$ cat src/hdl/fdss_pkg.sv
// fdss_pkg: shared widths, types and register codes for the fan duty saturation select block
// no dependencies; imported by every module of the block
`default_nettype none

package fdss_pkg;

   localparam int NUM_FANS = 8;
   localparam int REQ_W    = 16;
   localparam int DUTY_W   = 13;
   localparam int CNT_W    = 4;
   localparam int CSR_IDX_W = 2;

   localparam logic [DUTY_W-1:0] DUTY_ONE   = DUTY_W'(4096);
   localparam logic [CNT_W-1:0]  SAT_RESET  = CNT_W'(8);

   typedef logic [REQ_W-1:0]  request_type;
   typedef logic [DUTY_W-1:0] duty_type;
   typedef logic [CNT_W-1:0]  count_type;

   typedef request_type request_vec_type [NUM_FANS];
   typedef duty_type    duty_vec_type [NUM_FANS];

   typedef enum logic [CSR_IDX_W-1:0] {
      CSR_DUTY_LIMIT = 2'd0,
      CSR_SAT_COUNT  = 2'd1
   } csr_index_type;

   typedef struct packed {
      duty_type  limit;
      count_type sat_count;
   } cfg_type;

endpackage

`default_nettype wire

$ cat src/hdl/fan_duty_saturation_select_top.sv
// fan_duty_saturation_select_top: input register, selection logic and result register
// depends on fdss_pkg, fdss_csr and fdss_select
`default_nettype none

// Takes one item of eight requested fan duties (unsigned Q4.12) per cycle while not stalled
// and returns one result of eight duties plus a saturated flag. If at least saturate_count
// requests exceed duty_limit, the saturate_count largest requests (ties to the lower fan) get
// the limit and the rest get 0; otherwise every request is clipped to the limit. duty_limit
// above 4096 acts as 4096. The item lands in the input register when accepted and moves to
// the result register, with the whole comparison network between them, once that register is
// empty or its result is taken, so a new item is taken every cycle while results are taken.
// Register writes are accepted at any time (csr_ready is always high) but must only be made
// while no item is in flight.
module fan_duty_saturation_select_top (
   input  wire logic                           clock,
   input  wire logic                           reset,
   input  wire logic                           req_valid,
   output logic                                req_stall,
   input  wire logic [fdss_pkg::REQ_W-1:0]     req_request_0,
   input  wire logic [fdss_pkg::REQ_W-1:0]     req_request_1,
   input  wire logic [fdss_pkg::REQ_W-1:0]     req_request_2,
   input  wire logic [fdss_pkg::REQ_W-1:0]     req_request_3,
   input  wire logic [fdss_pkg::REQ_W-1:0]     req_request_4,
   input  wire logic [fdss_pkg::REQ_W-1:0]     req_request_5,
   input  wire logic [fdss_pkg::REQ_W-1:0]     req_request_6,
   input  wire logic [fdss_pkg::REQ_W-1:0]     req_request_7,
   output logic                                rsp_valid,
   input  wire logic                           rsp_stall,
   output logic [fdss_pkg::DUTY_W-1:0]         rsp_duty_0,
   output logic [fdss_pkg::DUTY_W-1:0]         rsp_duty_1,
   output logic [fdss_pkg::DUTY_W-1:0]         rsp_duty_2,
   output logic [fdss_pkg::DUTY_W-1:0]         rsp_duty_3,
   output logic [fdss_pkg::DUTY_W-1:0]         rsp_duty_4,
   output logic [fdss_pkg::DUTY_W-1:0]         rsp_duty_5,
   output logic [fdss_pkg::DUTY_W-1:0]         rsp_duty_6,
   output logic [fdss_pkg::DUTY_W-1:0]         rsp_duty_7,
   output logic                                rsp_saturated,
   input  wire logic                           csr_valid,
   output logic                                csr_ready,
   input  wire logic [fdss_pkg::CSR_IDX_W-1:0] csr_index,
   input  wire logic [fdss_pkg::DUTY_W-1:0]    csr_data
);
   import fdss_pkg::*;

   cfg_type         cfg;
   request_vec_type req_vec;
   request_vec_type req_ff, req_in;
   logic            in_valid_ff, in_valid_in;
   duty_vec_type    sel_duty;
   logic            sel_saturated;
   duty_vec_type    rsp_duty_ff, rsp_duty_in;
   logic            rsp_saturated_ff, rsp_saturated_in;
   logic            rsp_valid_ff, rsp_valid_in;
   logic            advance;
   logic            accept;

   fdss_csr u_csr (
      .clock     (clock),
      .reset     (reset),
      .csr_valid (csr_valid),
      .csr_ready (csr_ready),
      .csr_index (csr_index),
      .csr_data  (csr_data),
      .cfg       (cfg)
   );

   assign req_vec[0] = req_request_0;
   assign req_vec[1] = req_request_1;
   assign req_vec[2] = req_request_2;
   assign req_vec[3] = req_request_3;
   assign req_vec[4] = req_request_4;
   assign req_vec[5] = req_request_5;
   assign req_vec[6] = req_request_6;
   assign req_vec[7] = req_request_7;

   // result register moves when empty or taken
   assign advance   = !rsp_valid_ff || !rsp_stall;
   assign req_stall = in_valid_ff && !advance;
   assign accept    = req_valid && !req_stall;

   always_comb begin
      in_valid_in = req_stall ? in_valid_ff : req_valid;
      req_in      = accept ? req_vec : req_ff;
   end

   always_ff @(posedge clock) begin
      req_ff <= req_in;
      if (reset) begin
         in_valid_ff <= 1'b0;
      end else begin
         in_valid_ff <= in_valid_in;
      end
   end

   fdss_select u_select (
      .request   (req_ff),
      .cfg       (cfg),
      .duty      (sel_duty),
      .saturated (sel_saturated)
   );

   always_comb begin
      rsp_valid_in     = advance ? in_valid_ff : rsp_valid_ff;
      rsp_duty_in      = rsp_duty_ff;
      rsp_saturated_in = rsp_saturated_ff;
      if (advance && in_valid_ff) begin
         rsp_duty_in      = sel_duty;
         rsp_saturated_in = sel_saturated;
      end
   end

   always_ff @(posedge clock) begin
      rsp_duty_ff      <= rsp_duty_in;
      rsp_saturated_ff <= rsp_saturated_in;
      if (reset) begin
         rsp_valid_ff <= 1'b0;
      end else begin
         rsp_valid_ff <= rsp_valid_in;
      end
   end

   assign rsp_valid     = rsp_valid_ff;
   assign rsp_saturated = rsp_saturated_ff;
   assign rsp_duty_0    = rsp_duty_ff[0];
   assign rsp_duty_1    = rsp_duty_ff[1];
   assign rsp_duty_2    = rsp_duty_ff[2];
   assign rsp_duty_3    = rsp_duty_ff[3];
   assign rsp_duty_4    = rsp_duty_ff[4];
   assign rsp_duty_5    = rsp_duty_ff[5];
   assign rsp_duty_6    = rsp_duty_ff[6];
   assign rsp_duty_7    = rsp_duty_ff[7];

`ifndef SYNTHESIS
   for (genvar g = 0; g < NUM_FANS; g++) begin : g_chk
      a_duty_range: assert property (@(posedge clock) disable iff (reset)
         rsp_valid_ff |-> rsp_duty_ff[g] <= DUTY_ONE)
         else $error("duty above 1.0");
      a_sat_levels: assert property (@(posedge clock) disable iff (reset)
         rsp_valid_ff && rsp_saturated_ff && rsp_duty_ff[g] != '0 && rsp_duty_ff[0] != '0
         |-> rsp_duty_ff[g] == rsp_duty_ff[0])
         else $error("saturated result with mixed nonzero duties");
   end
   a_stall_empty: assert property (@(posedge clock) disable iff (reset)
      !in_valid_ff |-> !req_stall)
      else $error("stall with empty input register");
   a_item_moves: assert property (@(posedge clock) disable iff (reset)
      in_valid_ff && advance |=> rsp_valid_ff)
      else $error("item lost between input and result register");
`endif

endmodule

`default_nettype wire

$ cat src/hdl/fdss_csr.sv
// fdss_csr: duty limit and saturation count registers with their write port
// depends on fdss_pkg; feeds the effective limit and count to the selection logic
`default_nettype none

module fdss_csr (
   input  wire logic                          clock,
   input  wire logic                          reset,
   input  wire logic                          csr_valid,
   output logic                               csr_ready,
   input  wire logic [fdss_pkg::CSR_IDX_W-1:0] csr_index,
   input  wire logic [fdss_pkg::DUTY_W-1:0]   csr_data,
   output fdss_pkg::cfg_type                  cfg
);
   import fdss_pkg::*;

   duty_type  duty_limit_ff, duty_limit_in;
   count_type sat_count_ff, sat_count_in;

   assign csr_ready = 1'b1;

   always_comb begin
      duty_limit_in = duty_limit_ff;
      sat_count_in  = sat_count_ff;
      if (csr_valid) begin
         unique case (csr_index_type'(csr_index))
            CSR_DUTY_LIMIT: duty_limit_in = csr_data;
            CSR_SAT_COUNT:  sat_count_in  = csr_data[CNT_W-1:0];
            default: ;
         endcase
      end
   end

   always_ff @(posedge clock) begin
      if (reset) begin
         duty_limit_ff <= DUTY_ONE;
         sat_count_ff  <= SAT_RESET;
      end else begin
         duty_limit_ff <= duty_limit_in;
         sat_count_ff  <= sat_count_in;
      end
   end

   // limit saturates at a duty of 1.0
   always_comb begin
      cfg.limit     = (duty_limit_ff > DUTY_ONE) ? DUTY_ONE : duty_limit_ff;
      cfg.sat_count = sat_count_ff;
   end

endmodule

`default_nettype wire

$ cat src/hdl/fdss_select.sv
// fdss_select: over-limit count, descending rank and per-fan duty choice for one item
// depends on fdss_pkg; pure combinational logic between the block's input and result registers
`default_nettype none

module fdss_select (
   input  wire fdss_pkg::request_vec_type request,
   input  wire fdss_pkg::cfg_type         cfg,
   output fdss_pkg::duty_vec_type         duty,
   output logic                           saturated
);
   import fdss_pkg::*;

   logic [NUM_FANS-1:0] over_limit;
   count_type           over_count;
   count_type           rank [NUM_FANS];

   always_comb begin
      over_count = '0;
      for (int i = 0; i < NUM_FANS; i++) begin
         over_limit[i] = request[i] > REQ_W'(cfg.limit);
         over_count    = over_count + CNT_W'(over_limit[i]);
      end
      saturated = over_count >= cfg.sat_count;
   end

   // rank = number of fans that beat this one, ties to the lower index
   always_comb begin
      for (int i = 0; i < NUM_FANS; i++) begin
         rank[i] = '0;
         for (int j = 0; j < NUM_FANS; j++) begin
            if (request[j] > request[i] || (request[j] == request[i] && j < i)) begin
               rank[i] = rank[i] + CNT_W'(1);
            end
         end
      end
   end

   always_comb begin
      for (int i = 0; i < NUM_FANS; i++) begin
         if (saturated) begin
            duty[i] = (rank[i] < cfg.sat_count) ? cfg.limit : '0;
         end else begin
            duty[i] = over_limit[i] ? cfg.limit : request[i][DUTY_W-1:0];
         end
      end
   end

endmodule

`default_nettype wire

$ cat config.mk
export PLATFORM = sky130hd
export DESIGN_NAME = fan_duty_saturation_select_top
export DESIGN_NICKNAME = d
export VERILOG_FILES = /design/src/hdl/fdss_pkg.sv /design/src/hdl/fan_duty_saturation_select_top.sv /design/src/hdl/fdss_csr.sv /design/src/hdl/fdss_select.sv
export SDC_FILE = /design/constraint.sdc
export NUM_CORES = 1
export LEC_CHECK = 0
export ABC_AREA = 1
export BUFFER_PORTS_ARGS = -buffer_cell sky130_fd_sc_hd__clkbuf_2
export CAP_MARGIN = 5
export CORE_MARGIN = 4
export CORE_UTILIZATION = 45
export DETAILED_ROUTE_END_ITERATION = 10
export SYNTH_ARGS = -nofsm -noshare
export SYNTH_HDL_FRONTEND = slang
export SYNTH_SLANG_ARGS = --single-unit
$ cat constraint.sdc
create_clock -name clock -period 21.9 [get_ports clock]
set_clock_uncertainty 0.1 [all_clocks]
set_input_delay 0 -clock clock [delete_from_list [all_inputs] [get_ports clock]]
set_output_delay 0 -clock clock [all_outputs]
set_load 0.02 [all_outputs]
==> summary.txt <==
Critical path
  • Crit. End Element: flop
  • CP most frequent cell: inv_1
  • WS Path Type: flop to flop
  • CP top delay family: adder cells
  • Critical Path Slowest Stage Cell: a21oi_1
  • Critical Path AT: 9030 ps
  • Largest fanout on the critical path: 50
  • Worst reg-to-reg setup slack: roughly 13,000 ps
  • Crit-path max cell delay: 780 ps
  • CP Launch Type: flop
  • Worst Path Buf+Inv: 13
  • CP required: ~22,000 ps

Power
  • NetSw: approximately 0.00086 W
  • Clk pwr share: 0.241
  • P_leak: around 16 nW
  • Sequential cell fraction of total power: 0.302
  • P per Cell Area: between 60 and 70 nW/um^2
  • Combinational fraction of design power: 0.457
  • Peak supply drop: 69.8 uV
  • Final Power: 0.00205 W
  • Switching portion of total power: 0.421
  • Internal power: around 0.0012 W

Synthesis
  • Distinct cell type count after synthesis: 53
  • Top cells by area, synth: ha_1, edfxtp_1, nand2_1
  • Syn nets: between 4,000 and 5,000
  • Main synth FF type: edfxtp_1
  • Synth area leader: ha_1
  • Most frequent cell after synthesis: nand2_1
  • Netlist area before placement: 26,600 sq um
  • Largest family of logic cells by synthesized area: adder cells
  • Sequential cell area fraction in the yosys report: 0.278
  • Number of synthesized flops with an enable pin: approximately 230
  • Post-synth top cells: nand2_1, ha_1, inv_1, a21oi_1, nand3_1
  • Post-Synth XOR/XNOR Area: 0.00923
  • Adder and majority cell fraction of the synthesized area: 0.300
  • Ys Warns: 0
  • Area share of the leading cell type in the synthesized netlist: 0.297
  • Synth Area in Compound Gates: 0.128
  • Syn Inst Count: roughly 3,300
  • Post-synthesis area per instance: around 8 sq um
  • Simple-gate portion of the synthesized area: 0.220
  • Mux cell area share after synthesis: 0
  • Post-synth ARST share: 0
  • Synth Register Bits: about 250

Floorplan
  • Die area: approximately 63,000 sq um
  • Die height: 251 um
  • Initial core utilization: 0.458
  • I/O pin cnt: between 200 and 300
  • Die width: roughly 250 um
  • Core ar.: between 50,000 and 60,000 sq um
  • Row cnt: just under 90

Timing
  • Fmax: ~0.12 GHz
  • Final Hold Vio Count: 0
  • Unrepaired setup endpoints after global routing: false
  • Slew Viols, Final: 0
  • Measured slew at the worst slew-check pin: between 1000 and 1500 ps
  • Final worst-path cycle share: 0.396
  • Crit path time final: around 8700 ps
  • # setup viols final: 0
  • Worst Hold Slack: about 24 ps
  • Setup TNS: 0 ps
  • Relative slew slack: 0.231

Global routing
  • GRT overflow: 0
  • Total GRT Usage: 0.310
  • Initial antenna violation count: 0
  • Largest net degree at the start of global routing: 80
  • First-pass GRT wire length: 149,000 um
  • Vias in the first global route: 23,800

Placed design
  • RD Place Congestion: about 0.95
  • IO Port Bufs: ~250
  • Detailed Place HPWL: ~79,000 um

Run
  • Max-cap violations: 0

Route
  • 1st-pass router iterations: 8
  • Top sig layer: met4
  • Vias/cell: 5.60
  • WL met2: around 44,000 um
  • Routed length on met1: 42,700 um
  • DR vias: roughly 26,000
  • Drt first-iter violations: ~2,400
  • Final ANT Viol Nets: 0
  • Remaining DRCs: 0
  • Routed wire length per instance: 22.1 um
  • Routed WL: just over 100,000 um
  • Met3 routed WL: around 8400 um

Clock network
  • Maximum clock path buffer count: 3
  • CTS tree: yes
  • Post_cts resized: 0
  • CTS Hold Bufs: 197
  • Post-CTS Setup Bufs: 0
  • Root buf cell: clkbuf_16
  • Sink Count: roughly 250
  • Clock transition at path regs: roughly 60 ps
  • Num CTS Buffers: 28
  • Clock Latency Late Sink: 600 ps
  • H-tree Lvls: 1

Layout
  • P&R area growth vs syn: 19.2%
  • Share of layout cells above drive strength 1: 0.102
  • Final net count: approximately 4,600

Worst hold path
  • Min-Delay Path Class: input port to flop

Status
  • Outcome: complete, no violations
==> layer usage <==
layer	GRT usage	vias to the layer above
li1	-	12500
met1	0.421	11600
met2	0.490	1178
met3	0.0412	248
met4	0.150	0
met5	0	-
==> flip-flops by register name (all words and copies together), names as in the netlist, 4 cells and up <==
signal               flops
req_ff                 128
rsp_duty_0              13
rsp_duty_1              13
rsp_duty_2              13
rsp_duty_3              13
rsp_duty_4              13
rsp_duty_5              13
rsp_duty_6              13
rsp_duty_7              13
u_csr.duty_limit_ff     13
u_csr.sat_count_ff       4
==> metrics by stage <==
stage	cells	util	instance area, sq um	setup WS [ps]
global placement	4318	0.495	28700	13570
CTS	4566	0.546	31700	13380
global route	4566	0.546	31700	12700
floorplan	3330	-	26600	14850
finish	4567	0.546	31700	13230
detailed placement	4318	0.495	28700	13420
==> cell type report <==
type | instances | area, sq um
Fill cell | 5455 | 26400
Multi-Input combinational cell | 2636 | 17500
Sequential cell | 252 | 7380
Timing Repair Buffer | 469 | 3380
Inverter | 393 | 1480
Tap cell | 765 | 957
Clock buffer | 36 | 761
Clock inverter | 15 | 193
Antenna cell | 1 | 2.50
==> cells by family after synthesis <==
| family | Yosys count |
|---|---|
| simple gates | 1360 |
| fa+ha+maj | 635 |
| compound gates | 612 |
| buf+inv | 442 |
| flops | 252 |
| xor+xnor | 28 |
| other cells | 1 |
==> power groups by stage <==
| stage | Clock, W | Combinational (W) | Sequential, W |
|---|---|---|---|
| global route | 0.000517 | 0.00106 | 0.000621 |
| global placement | 0 | 0.000870 | 0.000629 |
| floorplan | 0 | 0.000618 | 0.000629 |
| detailed placement | 0 | 0.000885 | 0.000629 |
| CTS | 0.000500 | 0.000916 | 0.000619 |
| finish | 0.000494 | 0.000937 | 0.000619 |
==> cell usage in the layout, fill, tap and decap left out, types with 7 or more instances in the layout <==
cell type,instances
nand2_2,28
buf_4,18
o221ai_1,7
xnor2_1,13
nand4_1,56
inv_1,385
o21ai_0,164
a21o_1,10
o21ai_1,13
a211oi_1,12
edfxtp_1,233
nor2_1,194
dfxtp_1,19
a21oi_1,305
nor4_1,7
clkbuf_2,254
dlygate4sd3_1,197
nor3_1,32
nand2_1,755
or2_2,9
o21a_1,13
o21bai_1,8
nand3_1,258
ha_1,631
clkbuf_16,28
a21oi_2,9
o211ai_1,45
xor2_1,15
==> worst paths after layout <==
kind / end / cells after the start / start
setup reg to reg: rsp_duty_5[7] / 39 / u_csr.duty_limit_ff[6]
setup / recovery: rsp_duty_5[7] / 39 / u_csr.duty_limit_ff[6]
hold reg to reg: u_csr.duty_limit_ff[4] / 2 / u_csr.duty_limit_ff[4]
hold / removal: req_ff[20] / 2 / req_request_6[4]
No activity file was read; power rests on OpenSTA's default activity.
